$ cat src/rtl/lmn_pkg.sv
// Shared codes for the Lamport mutual exclusion node.
package lmn_pkg;

  // Item operations (s_tuser[1:0])
  localparam logic [1:0] OP_REQUEST = 2'd0;
  localparam logic [1:0] OP_RELEASE = 2'd1;
  localparam logic [1:0] OP_DONE    = 2'd2;
  localparam logic [1:0] OP_MESSAGE = 2'd3;

  // Received message types (s_tuser[4:2])
  localparam logic [2:0] MSG_REQUEST = 3'd0;
  localparam logic [2:0] MSG_REPLY   = 3'd1;
  localparam logic [2:0] MSG_RELEASE = 3'd2;
  localparam logic [2:0] MSG_DONE    = 3'd3;

  // Outgoing send kinds and types
  localparam logic [1:0] SEND_NONE      = 2'd0;
  localparam logic [1:0] SEND_BROADCAST = 2'd1;
  localparam logic [1:0] SEND_UNICAST   = 2'd2;

  localparam logic [1:0] STYPE_REQUEST = 2'd0;
  localparam logic [1:0] STYPE_REPLY   = 2'd1;
  localparam logic [1:0] STYPE_RELEASE = 2'd2;
  localparam logic [1:0] STYPE_DONE    = 2'd3;

  // Configuration register indexes
  localparam logic [0:0] REG_NODE_COUNT = 1'd0;
  localparam logic [0:0] REG_OWN_ID     = 1'd1;

  localparam logic [4:0] NODE_COUNT_RESET = 5'd16;
  localparam logic [3:0] OWN_ID_RESET     = 4'd1;
  localparam logic [4:0] REPLY_COUNT_MAX  = 5'd31;

  typedef logic [2:0] seq_state_t;

endpackage

$ cat src/rtl/lamport_mutex_node_top.sv
// Lamport mutual exclusion node: clock, request table and grant sequencer.
//
// Channel | Dir | Handshake            | Payload
// --------+-----+----------------------+------------------------------------------
// s_*     | in  | s_tvalid / s_tready  | tuser: operation, msg_type
//         |     |                      | tdata: sender_id, msg_time
// m_*     | out | m_tvalid / m_tready  | tuser: send_kind, send_type
//         |     |                      | tdata: send_time, granted, waiting,
//         |     |                      |        all_done, clock_now
// cfg_*   | in  | cfg_valid/cfg_ready  | cfg_index, cfg_data (always ready)
//
// One request runs from accept to result through these steps, with
// N = min(node_count, MAX_NODES):
// a clock tick, a table update, scan reads of stamp memory entries 1 to N-1
// plus a drain step, and a finish. The scan uses one read port and one
// shared comparator.
// rst is synchronous, active high; it clears the clock, flags, counters and
// config to their defaults. The stamp memory is not cleared: a stamp is only
// used when its pending flag is set, and setting that flag writes the stamp.
// s_tready is high only while the sequencer is idle. A finished result waits
// in the output register; the next request may be accepted meanwhile, and its
// finish step stalls until the output register is free.
module lamport_mutex_node_top #(
  parameter int MAX_NODES  = 16,
  parameter int STAMP_BITS = 16
) (
  input  logic        clk,
  input  logic        rst,
  // slave stream
  input  logic        s_tvalid,
  output logic        s_tready,
  input  logic [23:0] s_tdata,   // [3:0] sender_id, [19:4] msg_time, [23:20] zero
  input  logic [7:0]  s_tuser,   // [1:0] operation, [4:2] msg_type, [7:5] zero
  // master stream
  output logic        m_tvalid,
  input  logic        m_tready,
  output logic [39:0] m_tdata,   // [15:0] send_time, [16] granted, [17] waiting,
                                 // [18] all_done, [34:19] clock_now, [39:35] zero
  output logic [7:0]  m_tuser,   // [1:0] send_kind, [3:2] send_type, [7:4] zero
  // configuration writes
  input  logic        cfg_valid,
  output logic        cfg_ready,
  input  logic [0:0]  cfg_index,
  input  logic [4:0]  cfg_data
);
  import lmn_pkg::*;

  localparam int IW = (MAX_NODES > 1) ? $clog2(MAX_NODES) : 1;
  localparam int CW = $clog2(MAX_NODES + 1);
  localparam logic [STAMP_BITS-1:0] STAMP_MAX = {STAMP_BITS{1'b1}};

  localparam seq_state_t S_IDLE = 3'd0;
  localparam seq_state_t S_TICK = 3'd1;
  localparam seq_state_t S_UPD  = 3'd2;
  localparam seq_state_t S_SCAN = 3'd3;
  localparam seq_state_t S_FIN  = 3'd4;

  seq_state_t state;

  // config
  logic [4:0] node_count;
  logic [3:0] own_id;

  // node state
  logic [STAMP_BITS-1:0] lamport_clock;
  logic [MAX_NODES-1:0]  pending_flag;
  logic [MAX_NODES-1:0]  done_flag;
  logic [4:0]            reply_count;
  logic                  awaiting_grant;

  // latched request
  logic [1:0]            op;
  logic [2:0]            mtype;
  logic [3:0]            sender;
  logic [STAMP_BITS-1:0] mtime;
  logic                  do_check;
  logic [1:0]            kind;
  logic [1:0]            stype;

  // stamp memory
  logic [STAMP_BITS-1:0] stamp_mem [MAX_NODES];
  logic                  mem_we;
  logic [IW-1:0]         mem_wa;
  logic [STAMP_BITS-1:0] mem_wd;
  logic [IW-1:0]         mem_ra;
  logic [STAMP_BITS-1:0] mem_rdata;

  // scan
  logic [CW-1:0]         idx;
  logic                  sv;
  logic [IW-1:0]         sidx;
  logic                  best_found;
  logic [IW-1:0]         best;
  logic [STAMP_BITS-1:0] best_stamp;
  logic                  alld;
  logic [CW-1:0]         n_act;

  // shared compare / tick unit
  logic [STAMP_BITS-1:0] cmp_a, cmp_b, tick_m, tick_val;
  logic                  cmp_lt;

  logic own_ok, snd_ok, take, grant, out_free;

  // output register
  logic [1:0]  o_kind, o_stype;
  logic [15:0] o_stime, o_clock;
  logic        o_grant, o_wait, o_alld;

  assign s_tready  = (state == S_IDLE);
  assign cfg_ready = 1'b1;
  assign out_free  = !m_tvalid || m_tready;

  assign own_ok = 32'(own_id) < MAX_NODES;
  assign snd_ok = 32'(sender) < MAX_NODES;
  assign n_act  = (32'(node_count) > MAX_NODES) ? CW'(MAX_NODES) : CW'(node_count);

  always_comb begin
    if (state == S_SCAN) begin
      cmp_a = mem_rdata;
      cmp_b = best_stamp;
    end else begin
      cmp_a = lamport_clock;
      cmp_b = (state == S_TICK && op == OP_MESSAGE) ? mtime : '0;
    end
    cmp_lt   = cmp_a < cmp_b;
    tick_m   = cmp_lt ? cmp_b : cmp_a;
    tick_val = (tick_m == STAMP_MAX) ? STAMP_MAX : tick_m + 1'b1;
  end

  assign take = sv && pending_flag[sidx] && (!best_found || cmp_lt);

  always_comb begin
    grant = do_check && (n_act >= CW'(2)) && (own_id != 4'd0) &&
            (32'(own_id) < 32'(n_act)) &&
            (32'(reply_count) == 32'(n_act) - 32'd2) &&
            best_found && (32'(best) == 32'(own_id));
  end

  // table write port, driven in the update step
  always_comb begin
    mem_we = 1'b0;
    mem_wa = IW'(own_id);
    mem_wd = lamport_clock;
    if (state == S_UPD) begin
      if (op == OP_REQUEST && own_ok) begin
        mem_we = 1'b1;
      end else if (op == OP_MESSAGE && mtype == MSG_REQUEST && snd_ok) begin
        mem_we = 1'b1;
        mem_wa = IW'(sender);
        mem_wd = mtime;
      end
    end
  end

  assign mem_ra = idx[IW-1:0];

  always_ff @(posedge clk) begin
    if (mem_we) begin
      stamp_mem[mem_wa] <= mem_wd;
    end
    mem_rdata <= stamp_mem[mem_ra];
  end

  // config
  always_ff @(posedge clk) begin
    if (rst) begin
      node_count <= NODE_COUNT_RESET;
      own_id     <= OWN_ID_RESET;
    end else if (cfg_valid && cfg_ready) begin
      unique case (cfg_index)
        REG_NODE_COUNT: node_count <= cfg_data;
        REG_OWN_ID:     own_id     <= cfg_data[3:0];
        default: ;
      endcase
    end
  end

  // scan datapath (payload)
  always_ff @(posedge clk) begin
    if (state == S_UPD) begin
      best_found <= 1'b0;
      best       <= '0;
      best_stamp <= '0;
      alld       <= 1'b1;
    end else if (sv) begin
      alld <= alld & done_flag[sidx];
      if (take) begin
        best_found <= 1'b1;
        best       <= sidx;
        best_stamp <= mem_rdata;
      end
    end
    sidx <= idx[IW-1:0];
  end

  // sequencer and node state
  always_ff @(posedge clk) begin
    if (rst) begin
      state          <= S_IDLE;
      lamport_clock  <= '0;
      pending_flag   <= '0;
      done_flag      <= '0;
      reply_count    <= '0;
      awaiting_grant <= 1'b0;
      m_tvalid       <= 1'b0;
      sv             <= 1'b0;
      idx            <= '0;
      do_check       <= 1'b0;
    end else begin
      // a new result loads the output register; otherwise a taken one empties it
      if (state == S_FIN && out_free) begin
        m_tvalid <= 1'b1;
      end else if (m_tvalid && m_tready) begin
        m_tvalid <= 1'b0;
      end
      unique case (state)
        S_IDLE: begin
          if (s_tvalid) begin
            op     <= s_tuser[1:0];
            mtype  <= s_tuser[4:2];
            sender <= s_tdata[3:0];
            mtime  <= STAMP_BITS'(s_tdata[19:4]);
            state  <= S_TICK;
          end
        end
        S_TICK: begin
          lamport_clock <= tick_val;
          state         <= S_UPD;
        end
        S_UPD: begin
          unique case (op)
            OP_REQUEST: begin
              if (own_ok) pending_flag[IW'(own_id)] <= 1'b1;
              reply_count    <= '0;
              awaiting_grant <= 1'b1;
              kind           <= SEND_BROADCAST;
              stype          <= STYPE_REQUEST;
              do_check       <= 1'b0;
            end
            OP_RELEASE: begin
              if (own_ok) pending_flag[IW'(own_id)] <= 1'b0;
              awaiting_grant <= 1'b0;
              kind           <= SEND_BROADCAST;
              stype          <= STYPE_RELEASE;
              do_check       <= 1'b0;
            end
            OP_DONE: begin
              if (own_ok) done_flag[IW'(own_id)] <= 1'b1;
              kind     <= SEND_BROADCAST;
              stype    <= STYPE_DONE;
              do_check <= 1'b0;
            end
            OP_MESSAGE: begin
              unique case (mtype)
                MSG_REQUEST: begin
                  if (snd_ok) pending_flag[IW'(sender)] <= 1'b1;
                  lamport_clock <= tick_val;   // reply raises the clock again
                  kind          <= SEND_UNICAST;
                  stype         <= STYPE_REPLY;
                  do_check      <= 1'b0;
                end
                MSG_REPLY: begin
                  if (awaiting_grant && reply_count != REPLY_COUNT_MAX) begin
                    reply_count <= reply_count + 5'd1;
                  end
                  kind     <= SEND_NONE;
                  stype    <= STYPE_REQUEST;
                  do_check <= awaiting_grant;
                end
                MSG_RELEASE: begin
                  if (snd_ok) pending_flag[IW'(sender)] <= 1'b0;
                  kind     <= SEND_NONE;
                  stype    <= STYPE_REQUEST;
                  do_check <= awaiting_grant;
                end
                MSG_DONE: begin
                  if (snd_ok) done_flag[IW'(sender)] <= 1'b1;
                  kind     <= SEND_NONE;
                  stype    <= STYPE_REQUEST;
                  do_check <= 1'b0;
                end
                default: begin   // clock update only
                  kind     <= SEND_NONE;
                  stype    <= STYPE_REQUEST;
                  do_check <= 1'b0;
                end
              endcase
            end
            default: begin
              kind     <= SEND_NONE;
              stype    <= STYPE_REQUEST;
              do_check <= 1'b0;
            end
          endcase
          idx   <= CW'(1);
          sv    <= 1'b0;
          state <= S_SCAN;
        end
        S_SCAN: begin
          // issue one stamp read per cycle; the compare follows in the next cycle
          if (idx < n_act) begin
            sv  <= 1'b1;
            idx <= idx + 1'b1;
          end else begin
            sv    <= 1'b0;
            state <= S_FIN;
          end
        end
        S_FIN: begin
          if (out_free) begin
            o_kind   <= kind;
            o_stype  <= (kind == SEND_NONE) ? STYPE_REQUEST : stype;
            o_stime  <= (kind == SEND_NONE) ? 16'd0 : 16'(lamport_clock);
            o_grant  <= grant;
            o_wait   <= awaiting_grant && !grant;
            o_alld   <= alld;
            o_clock  <= 16'(lamport_clock);
            if (grant) awaiting_grant <= 1'b0;
            state <= S_IDLE;
          end
        end
        default: state <= S_IDLE;
      endcase
    end
  end

  assign m_tdata = {5'd0, o_clock, o_alld, o_wait, o_grant, o_stime};
  assign m_tuser = {4'd0, o_stype, o_kind};

endmodule
$ cat config.mk
export PLATFORM = sky130hd
export DESIGN_NAME = lamport_mutex_node_top
export DESIGN_NICKNAME = d
export VERILOG_FILES = /design/src/rtl/lmn_pkg.sv /design/src/rtl/lamport_mutex_node_top.sv
export SDC_FILE = /design/constraint.sdc
export NUM_CORES = 1
export LEC_CHECK = 0
export BUFFER_PORTS_ARGS = -buffer_cell sky130_fd_sc_hd__buf_4
export CAP_MARGIN = 5
export CORE_ASPECT_RATIO = 0.6
export CORE_UTILIZATION = 55
export DETAILED_ROUTE_END_ITERATION = 8
export PLACE_DENSITY = 0.7
export SYNTH_ARGS = -nofsm -noshare
export SYNTH_HDL_FRONTEND = slang
export SYNTH_SLANG_ARGS = --single-unit
$ cat constraint.sdc
create_clock -name clk -period 5.8 [get_ports clk]
set_clock_uncertainty 0.15 [all_clocks]
set_input_delay 0.29 -clock clk [delete_from_list [all_inputs] [get_ports clk]]
set_output_delay 0.29 -clock clk [all_outputs]
set_load 0.03 [all_outputs]
==> results.sh, run 1 <==
export IMPL_cp_data_arrival_time_ns=5.69
export IMPL_grt_pass1_vias=11900
export IMPL_layout_drive_gt1_share_pct=21.8
export IMPL_antenna_cells=0
export IMPL_relSlewSlack_pct=14.6
export IMPL_grt_max_degree=69
export IMPL_syn_cell_area_um2=19200
export IMPL_ys_ff_latch=440
export IMPL_drtPass1Iterations=5
export IMPL_fin_nets=1550
export IMPL_route_detailed_drc=0
export IMPL_final_common_cell="edfxtp_1"
export IMPL_met1_length_um=20400
export IMPL_placed_area_um2=20300
export IMPL_synth_xor_area_share_pct=1.37
export IMPL_chipWidth_um=243
export IMPL_overflow=0
export IMPL_cts_path_max_buffers=3
export IMPL_cp_end_kind="flop"
export IMPL_crit_start="state[0]$_SDFFE_PP0P_"
export IMPL_start_util_pct=56.5
export IMPL_worst_slack_ns=0.416
export IMPL_num_vias=12100
export IMPL_clk_pin_slew_ns=0.07
export IMPL_vias_per_cell=6.16
export IMPL_synth_top_flop_cell="edfxtp_1"
export IMPL_synthSimpleGateAreaFrac_pct=9.44
export IMPL_cts_tree="yes"
export IMPL_setup_tns_ns=0
export IMPL_final_cell_area_um2=22000
export IMPL_clkSinkCount=440
export IMPL_h_tree_depth=2
export IMPL_fin_crit_sh_pct=92.8
export IMPL_tightest_slew_ns=1.28
export IMPL_synthAdderAreaFrac_pct=2.08
export IMPL_die_h_um=147
export IMPL_drt_total_wl_um=46100
export IMPL_grt_setup_unrepaired="no"
export IMPL_grt_pass1_wl_um=70200
export IMPL_layout_min_cycle_time_ns=5.38
export IMPL_synth_top_family_by_area="multiplexers"
export IMPL_r2r_end="lamport_clock[0]$_SDFFE_PP0P_"
export IMPL_yosys_warnings=0
export IMPL_worst_r2r_cell_count=17
export IMPL_post_cts_resize_count=0
export IMPL_finalHoldViolations=0
export IMPL_ys_seq_area_share_pct=62.7
export IMPL_antenna_found_initial=0
export IMPL_coreArea_um2=34000
export IMPL_path_class="flop to flop"
export IMPL_cp_required_ns=6.10
export IMPL_slew_violations=0
export IMPL_cts_made_buffers=40
export IMPL_root_buffer="clkbuf_16"
export IMPL_crit_path_end="lamport_clock[0]$_SDFFE_PP0P_"
export IMPL_synth_cells=1365
export IMPL_gp_congestion=0.933
export IMPL_synth_top_area_share_pct=50.6
export IMPL_top_layer_used="met4"
export IMPL_met2_length_um=20700
export IMPL_io_pins=94
export IMPL_routedWlPerCell_um=23.5
export IMPL_drt_iter0_drc=1425
export IMPL_r2r_start="state[0]$_SDFFE_PP0P_"
export IMPL_port_buffers=76
export IMPL_irDropWorstVdd_mv=0.256
export IMPL_muxShareOfSynthArea_pct=14.1
export IMPL_clock_latency_ns=0.56
export IMPL_hold_class="flop to flop"
export IMPL_drv_cap=0
export IMPL_synth_edf_count=324
export IMPL_ys_types=65
export IMPL_crit_path_start_kind="flop"
export IMPL_ant_nets=0
export IMPL_regToRegSetupSlack_ns=0.42
export IMPL_track_usage_pct=26.1
export IMPL_hpwl_um=30100
export IMPL_yosys_area_top_type="edfxtp_1"
export IMPL_worst_path_max_fanout=14
export IMPL_syn_area_per_cell_um2=14.1
export IMPL_setup_viol=0
export IMPL_synthArstFlopShare_pct=0
export IMPL_areaGrowthSynthToFinish_pct=14.5
export IMPL_wl_met3_um=4120
export IMPL_synth_compound_area_share_pct=7.51
export IMPL_leakagePower_nw=7.40
export IMPL_layout_common_cells="edfxtp_1, buf_4, dfxtp_1"
export IMPL_power_density_nw_per_um2=334
export IMPL_dieArea_um2=35700
export IMPL_outcome="completed"
export IMPL_synthTopCellsByArea="edfxtp_1, dfxtp_1, mux4_2"
export IMPL_fmax_mhz=186
export IMPL_dp_slack_ns=0.564
export IMPL_row_count=52
==> cell usage after synthesis (all sizes together), types with 3 or more instances <==
| master | number |
|---|---|
| o22ai | 19 |
| xor2 | 6 |
| dfxtp | 116 |
| mux2 | 20 |
| a21oi | 70 |
| o21ai | 29 |
| nand4 | 12 |
| nand3b | 11 |
| a21o | 12 |
| and2 | 6 |
| buf | 40 |
| a31oi | 4 |
| xnor2 | 24 |
| nor4 | 3 |
| nor3b | 4 |
| nor2b | 30 |
| or3 | 3 |
| mux4 | 90 |
| clkbuf | 53 |
| a221o | 3 |
| a211o | 15 |
| nand2 | 90 |
| a22oi | 25 |
| o211ai | 3 |
| and3 | 4 |
| a211oi | 14 |
| nand3 | 49 |
| o2111ai | 3 |
| ha | 32 |
| nand2b | 6 |
| mux2i | 45 |
| or2 | 5 |
| and4 | 3 |
| nor2 | 122 |
| edfxtp | 324 |
| inv | 25 |
| nor3 | 21 |
==> sequential cells by signal, indices dropped and copies added (netlist names), 5 cells and up <==
register	flops
o_clock	16
reply_count	5
pending_flag	16
mem_rdata	16
node_count	5
mtime	16
o_stime	16
stamp_mem	256
best_stamp	16
lamport_clock	16
idx	5
done_flag	16
==> metrics by stage <==
| stage | cells | total power, mW | utilization (%) | hold slack [ns] |
|---|---|---|---|---|
| finish | 1966 | 7.35 | 64.6 | 0.303 |
| global route | 1966 | 7.62 | 64.6 | 0.304 |
| CTS | 1966 | 7.40 | 64.6 | 0.288 |
| detailed placement | 1855 | 4.76 | 59.7 | 0.288 |
| global placement | 1855 | 4.73 | 59.7 | 0.289 |
| floorplan | 1373 | 4.45 | - | 0.204 |
==> how the worst min path moves through the flow <==
stage,startpoint,end,slack (ns),depth (start not counted)
5_1_grt,alld$_SDFFE_PP1P_,o_alld$_DFFE_PP_,0.30,0
3_3_place_gp,kind[0]$_SDFFCE_PN1P_,o_kind[0]$_DFFE_PP_,0.29,0
6_report,alld$_SDFFE_PP1P_,o_alld$_DFFE_PP_,0.30,0
2_1_floorplan,idx[0]$_SDFFE_PP0P_,sidx[0]$_DFF_P_,0.20,0
4_1_cts,s_tuser[4],mtype[2]$_DFFE_PP_,0.29,2
3_5_place_dp,alld$_SDFFE_PP1P_,o_alld$_DFFE_PP_,0.29,0
==> area by class of cell <==
cell class	count	area [um2]
sequential	440	12100
fill	2466	12000
multi-input combinational	815	6720
timing repair buffer	153	1250
clock buffer	61	1140
tap	459	574
clock inverter	13	154
inverter	25	93.8
==> metal layers <==
| metal | up-vias | global-route usage, % |
|---|---|---|
| met2 | 592 | 39.3 |
| met5 | - | 0 |
| met3 | 67 | 5.37 |
| li1 | 5439 | - |
| met1 | 6022 | 39.0 |
| met4 | 0 | 6.48 |
==> power breakdown <==
part | switching, mW | leakage (nW) | internal (mW)
combinational | 0.619 | 2.86 | 0.439
sequential | 0.133 | 3.93 | 3.53
clock | 1.17 | 0.619 | 1.46
==> worst max-delay path, cell delays in order (launching register included) <==
cell      delay [ns]
dfxtp_1         0.62
and3b_1         0.71
mux2i_1         0.43
inv_1           0.17
ha_1            0.34
a21o_1          0.16
a221o_1         0.36
a21oi_1         0.23
o2111a_1        0.37
nand2_1         0.08
o21ai_0         0.12
ha_1            0.23
nand3_1         0.24
nor3_1          0.30
mux2_2          0.21
a21oi_2         0.09
buf_4           0.23
a221oi_1        0.26
==> kinds of logic (layout without fill, tap and decap cells) <==
kind of cell / count (synthesis) / count (layout)
muxes: 155 / 155
DFF: 440 / 440
and+or+nand+nor: 377 / 377
xor gates and xnor gates: 30 / 30
buffers and inverters: 118 / 252
AOI/OAI and AO/OA: 211 / 211
other: 2 / 10
adders and majority gates: 32 / 32
==> repair_timing <==
| item | 4_1_cts | 5_1_grt |
|---|---|---|
| hold buffers | 37 | 0 |
| hold endpoints to repair | 52 | 0 |
| buffers inserted | 0 | 0 |
Note: power is estimated with default switching activity, not from simulation.
==> run 2: changes to the inputs <==
--- a/config.mk
+++ b/config.mk
@@ -5,6 +5,7 @@
 export SDC_FILE = /design/constraint.sdc
 export NUM_CORES = 1
 export LEC_CHECK = 0
+export ABC_AREA = 1
 export BUFFER_PORTS_ARGS = -buffer_cell sky130_fd_sc_hd__buf_4
 export CAP_MARGIN = 5
 export CORE_ASPECT_RATIO = 0.6
==> run 2 against run 1 <==
Net effect:
- fmax increased by 11%
- sequential share of layout area decreased by 0.49 points
- non-clock buffer count increased by 12
- die area increased by 0.89%
- critical path depth increased by 1
- via count increased by 21%
- combinational power increased by 57%
- synthesized cell count increased by 40%
- final area increased by 0.93%
- highest routed layer unchanged
==> results.sh, run 2 <==
export IMPL_row_count=52
export IMPL_yosys_area_top_type="edfxtp_1"
export IMPL_post_cts_resize_count=0
export IMPL_route_detailed_drc=0
export IMPL_ys_ff_latch=440
export IMPL_layout_drive_gt1_share_pct=10.8
export IMPL_clock_latency_ns=0.56
export IMPL_r2r_end="lamport_clock[14]$_SDFFE_PP0P_"
export IMPL_dp_slack_ns=1.18
export IMPL_cp_required_ns=6.09
export IMPL_slowest_delay_ns=0.63
export IMPL_synth_edf_count=324
export IMPL_final_core_util_pct=64.8
export IMPL_io_pins=94
export IMPL_hpwl_um=32100
export IMPL_cp_data_arrival_time_ns=5.14
export IMPL_leakagePower_nw=8.15
export IMPL_layout_min_cycle_time_ns=4.85
export IMPL_synth_common_cells="edfxtp_1, nor2_1, nand2_1"
export IMPL_clkSinkCount=440
export IMPL_crit_chain="ha_1 -> nand3_1 -> o22ai_1 -> inv_1 -> ha_1 -> nand4_1 -> a31oi_1 -> nor2_1 -> nand2_2 -> o21ai_2 -> ha_1 -> nand3_2 -> nor2_1 -> nand3_1 -> nand2_1 -> nand2_1 -> nor2_1 -> nor2_1"
export IMPL_grt_pass1_wl_um=77900
export IMPL_worst_slack_ns=0.951
export IMPL_start_util_pct=56.6
export IMPL_overflow=0
export IMPL_synthArstFlopShare_pct=0
export IMPL_setup_viol=0
export IMPL_crit_path_start_kind="flop"
export IMPL_r2r_start="op[1]$_DFFE_PP_"
export IMPL_crit_top_cell="nor2_1"
export IMPL_cts_setup_buffers=0
export IMPL_regToRegSetupSlack_ns=0.95
export IMPL_clk_pin_slew_ns=0.07
export IMPL_worst_r2r_cell_count=18
export IMPL_ys_seq_area_share_pct=62.2
export IMPL_yosysMostFrequentCell="edfxtp_1"
export IMPL_final_common_cell="edfxtp_1"
export IMPL_min_delay_worst_endpoint="done_flag[0]$_SDFFE_PP0P_"
export IMPL_stdcell_count=2506
export IMPL_relSlewSlack_pct=25.6
export IMPL_regMostFlops="stamp_mem"
export IMPL_p_total_mw=8.10
export IMPL_chipWidth_um=244
export IMPL_worst_path_max_fanout=15
export IMPL_crit_start="op[1]$_DFFE_PP_"
export IMPL_fin_nets=2093
export IMPL_drt_iter0_drc=1608
export IMPL_hp_start="rst"
export IMPL_fmax_mhz=206
export IMPL_drv_cap=0
export IMPL_setup_tns_ns=0
export IMPL_cts_made_buffers=40
export IMPL_vias_per_cell=5.83
export IMPL_ant_nets=0
export IMPL_syn_cell_area_um2=19400
export IMPL_finalHoldViolations=0
export IMPL_cts_tree="yes"
export IMPL_h_tree_depth=2
export IMPL_die_h_um=147
export IMPL_cp_end_kind="flop"
export IMPL_grt_pass1_vias=13700
export IMPL_power_density_nw_per_um2=365
export IMPL_tightest_slew_ns=1.11
export IMPL_areaGrowthSynthToFinish_pct=14.5
export IMPL_cts_path_max_buffers=3
export IMPL_largest_reg_flops=256
export IMPL_placed_area_um2=20500
export IMPL_syn_area_per_cell_um2=10.2
export IMPL_hold_class="input port to flop"
export IMPL_antenna_found_initial=0
export IMPL_gp_congestion=0.914
export IMPL_track_usage_pct=28.2
export IMPL_fin_crit_sh_pct=83.6
export IMPL_coreArea_um2=34200
export IMPL_holdWs_ns=0.0674
export IMPL_crit_slowest_cell="nand3_1"
export IMPL_layout_common_cells="edfxtp_1, nor2_1, nand2_1"
export IMPL_path_class="flop to flop"
export IMPL_outcome="completed"
export IMPL_slew_violations=0
export IMPL_routedWlPerCell_um=20.4
export IMPL_min_path_cells=2
export IMPL_synth_top_flop_cell="edfxtp_1"
export IMPL_place_inst=2396
export IMPL_hold_buffers=39
export IMPL_synth_cells=1908
export IMPL_synthTopCellsByArea="edfxtp_1, dfxtp_1, nor2_1"
export IMPL_root_buffer="clkbuf_16"
export IMPL_dieArea_um2=36000
export IMPL_synth_top_area_share_pct=50.2
export IMPL_drt_total_wl_um=51200
export IMPL_port_buffers=76
export IMPL_grt_max_degree=88
export IMPL_ys_types=46
export IMPL_grt_setup_unrepaired="no"
export IMPL_antenna_cells=0
export IMPL_final_cell_area_um2=22200
export IMPL_yosys_warnings=0
export IMPL_drtPass1Iterations=5
export IMPL_num_vias=14600
export IMPL_irDropWorstVdd_mv=0.245
==> run 2: cell count changes after synthesis, sizes merged, moves of 30 or more <==
cell,change
a21oi,+65
inv,+162
mux4,-90
nand2,+165
nor2,+175
nor2b,-30
o21ai,+146
o32ai,+56
==> run 2: worst max-delay path, delay by kind of cell, from the launching register on <==
kind                     cells  cell delay, ns
buffers and inverters        1            0.11
AND/OR/NAND/NOR             11            2.20
AO/OA/AOI/OAI                3            0.80
flip-flops                   1            0.42
adder cells (fa/ha/maj)      3            1.03
==> run 2: cell type report <==
class,instances,area [um2]
clock buffer,61,1210
timing repair buffer,165,1340
clock inverter,10,108
tap,459,574
sequential,440,12100
fill,2759,12000
inverter,192,721
multi-input combinational,1179,6180
==> run 2: routing by layer <==
metal | up-vias | track usage (%) | wire length, um
met5 | - | 0 | 0
met2 | 657 | 41.9 | 22300
met4 | 0 | 7.53 | 961
li1 | 6855 | - | -
met3 | 82 | 4.67 | 4390
met1 | 7011 | 43.1 | 23500
==> run 2: worst max-delay path by stage <==
stage | endpoint | slack [ns]
after floorplan | o_alld$_DFFE_PP_ | 1.77
after global placement | lamport_clock[14]$_SDFFE_PP0P_ | 1.27
after detailed placement | lamport_clock[14]$_SDFFE_PP0P_ | 1.18
after CTS | lamport_clock[14]$_SDFFE_PP0P_ | 1.16
after global routing | lamport_clock[13]$_SDFFE_PP0P_ | 0.62
final | lamport_clock[14]$_SDFFE_PP0P_ | 0.95
==> run 2: kinds of logic after synthesis <==
| family | after synthesis | share of synthesized area [%] |
|---|---|---|
| xor+xnor | 12 | 0.542 |
| mux | 24 | 1.24 |
| other cells | 2 | 0.0387 |
| fa+ha+maj | 32 | 2.07 |
| flops | 440 | 62.2 |
| buf+inv | 297 | 6.15 |
| simple gates | 649 | 13.7 |
| compound gates | 452 | 14.1 |
==> run 2: report_power, final <==
group          leakage [nW]  total [mW]  switching (mW)  internal (mW)
clock network         0.646        2.68            1.14           1.54
registers              3.93        3.76           0.119           3.64
logic                  3.57        1.66            1.16          0.502
==> run 3: changes to the inputs <==
--- a/config.mk
+++ b/config.mk
@@ -11,7 +11,7 @@
 export CORE_ASPECT_RATIO = 0.6
 export CORE_UTILIZATION = 55
 export DETAILED_ROUTE_END_ITERATION = 8
-export PLACE_DENSITY = 0.7
+export PLACE_DENSITY = 0.72
 export SYNTH_ARGS = -nofsm -noshare
 export SYNTH_HDL_FRONTEND = slang
 export SYNTH_SLANG_ARGS = --single-unit
==> constraint.sdc (replaced) <==
create_clock -name clk -period 4.2 [get_ports clk]
set_clock_uncertainty 0.15 [all_clocks]
set_input_delay 0.21 -clock clk [delete_from_list [all_inputs] [get_ports clk]]
set_output_delay 0.21 -clock clk [all_outputs]
set_load 0.03 [all_outputs]
==> run 3 against run 2 <==
Net effect:
- register-to-register slack worse by 0.62 ns
- setup slack got worse by 0.62 ns
- non-clock buffer count grew 22
- wire length decreased by 0.80%
==> results.sh, run 3 (synthesis results as in run 2) <==
export IMPL_areaGrowthSynthToFinish_pct=15.7
export IMPL_r2r_start="state[0]$_SDFFE_PP0P_"
export IMPL_overflow=0
export IMPL_num_vias=14700
export IMPL_path_class="flop to flop"
export IMPL_fmax_mhz=258
export IMPL_hpwl_um=32800
export IMPL_io_pins=94
export IMPL_route_detailed_drc=0
export IMPL_track_usage_pct=28.2
export IMPL_final_common_cell="edfxtp_1"
export IMPL_routedWlPerCell_um=20.0
export IMPL_h_tree_depth=2
export IMPL_grt_pass1_vias=14000
export IMPL_start_util_pct=56.6
export IMPL_port_buffers=76
export IMPL_worst_r2r_cell_count=21
export IMPL_cts_path_max_buffers=3
export IMPL_dieArea_um2=36000
export IMPL_die_h_um=147
export IMPL_hold_class="input port to flop"
export IMPL_hp_start="s_tuser[3]"
export IMPL_antenna_cells=0
export IMPL_min_delay_worst_endpoint="mtype[1]$_DFFE_PP_"
export IMPL_tightest_slew_ns=1.01
export IMPL_outcome="completed"
export IMPL_antenna_found_initial=0
export IMPL_cts_made_buffers=41
export IMPL_drv_cap=0
export IMPL_crit_slowest_cell="dfxtp_1"
export IMPL_setup_viol=0
export IMPL_crit_chain="inv_1 -> nor2_2 -> nand3_1 -> buf_4 -> o22ai_1 -> inv_1 -> ha_1 -> a21oi_1 -> nor2_1 -> a211oi_1 -> nand2_2 -> nand2_4 -> nand2_2 -> o21ai_4 -> ha_1 -> nand3_2 -> nor2_2 -> nand3_2 -> nand2_1 -> nor2_1 -> nor2_1"
export IMPL_grt_max_degree=102
export IMPL_irDropWorstVdd_mv=0.325
export IMPL_crit_path_start_kind="flop"
export IMPL_finalHoldViolations=0
export IMPL_coreArea_um2=34200
export IMPL_root_buffer="clkbuf_16"
export IMPL_setup_tns_ns=0
export IMPL_vias_per_cell=5.80
export IMPL_layout_drive_gt1_share_pct=11.9
export IMPL_layout_common_cells="edfxtp_1, nor2_1, nand2_1"
export IMPL_regMostFlops="stamp_mem"
export IMPL_final_core_util_pct=65.5
export IMPL_crit_top_cell="nor2_1"
export IMPL_drt_total_wl_um=50800
export IMPL_slowest_delay_ns=0.44
export IMPL_clk_pin_slew_ns=0.07
export IMPL_min_path_cells=2
export IMPL_layout_min_cycle_time_ns=3.87
export IMPL_regToRegSetupSlack_ns=0.33
export IMPL_slew_violations=0
export IMPL_fin_nets=2116
export IMPL_largest_reg_flops=256
export IMPL_stdcell_count=2533
export IMPL_relSlewSlack_pct=32.0
export IMPL_place_inst=2411
export IMPL_drt_iter0_drc=1436
export IMPL_power_density_nw_per_um2=496
export IMPL_leakagePower_nw=8.26
export IMPL_cp_data_arrival_time_ns=4.22
export IMPL_holdWs_ns=0.212
export IMPL_chipWidth_um=244
export IMPL_cp_required_ns=4.54
export IMPL_grt_pass1_wl_um=78100
export IMPL_clock_latency_ns=0.56
export IMPL_cts_tree="yes"
export IMPL_row_count=52
export IMPL_p_total_mw=11.1
export IMPL_fin_crit_sh_pct=92.2
export IMPL_cp_end_kind="flop"
export IMPL_ant_nets=0
export IMPL_gp_congestion=0.967
export IMPL_r2r_end="lamport_clock[1]$_SDFFE_PP0P_"
export IMPL_worst_path_max_fanout=15
export IMPL_grt_setup_unrepaired="no"
export IMPL_clkSinkCount=440
export IMPL_drtPass1Iterations=5
-- run 3: metrics by stage --
stage,setup WS [ns],cell area (um2)
after floorplan,0.249,19400
after global placement,0.298,20700
after detailed placement,0.206,20700
after CTS,0.163,22400
after global routing,0.0333,22400
final,0.329,22400
-- run 3: worst max path at each step --
stage | cells past startpoint | to | slack, ns | start
after floorplan | 3 | o_alld$_DFFE_PP_ | 0.25 | rst
after global placement | 21 | lamport_clock[14]$_SDFFE_PP0P_ | 0.30 | state[0]$_SDFFE_PP0P_
after detailed placement | 20 | lamport_clock[14]$_SDFFE_PP0P_ | 0.21 | state[0]$_SDFFE_PP0P_
after CTS | 20 | lamport_clock[14]$_SDFFE_PP0P_ | 0.16 | state[0]$_SDFFE_PP0P_
after global routing | 24 | lamport_clock[15]$_SDFFE_PP0P_ | 0.03 | state[0]$_SDFFE_PP0P_
final | 21 | lamport_clock[1]$_SDFFE_PP0P_ | 0.33 | state[0]$_SDFFE_PP0P_
-- run 3: critical path: cells and delay by family, from the launching register on --
kind | cells | cell delay [ns]
buffers and inverters | 3 | 0.36
flip-flops | 1 | 0.44
AND/OR/NAND/NOR | 12 | 1.42
AO/OA/AOI/OAI | 4 | 0.85
adder cells (fa/ha/maj) | 2 | 0.54
-- run 3: report_power, final --
part | switching, mW | total (mW) | internal, mW
Clock | 1.63 | 3.56 | 1.93
Combinational | 1.64 | 2.40 | 0.759
Sequential | 0.144 | 5.17 | 5.02
-- run 3: repair_timing --
| action | in CTS | in global routing |
|---|---|---|
| gates resized for setup | 0 | 5 |
| buffers inserted | 0 | 2 |
| endpoints found under the setup margin | 0 | 28 |
| hold buffers | 44 | 0 |
| endpoints found under the hold margin | 52 | 0 |
-- run 3: routing by layer --
metal / GRT usage [%] / part of all wire (%) / wire length (um)
met1: 43.9 / 46 / 23600
met2: 41.3 / 43 / 21700
met3: 5.10 / 9.3 / 4750
met4: 6.22 / 1.5 / 764
met5: 0 / 0 / 0
-- run 3: area by class of cell --
cell class	count	area [um2]
clock buffer	53	1100
clock inverter	23	166
fill	2648	11800
inverter	192	721
multi-input combinational	1179	6220
sequential	440	12100
tap	459	574
timing repair buffer	187	1590
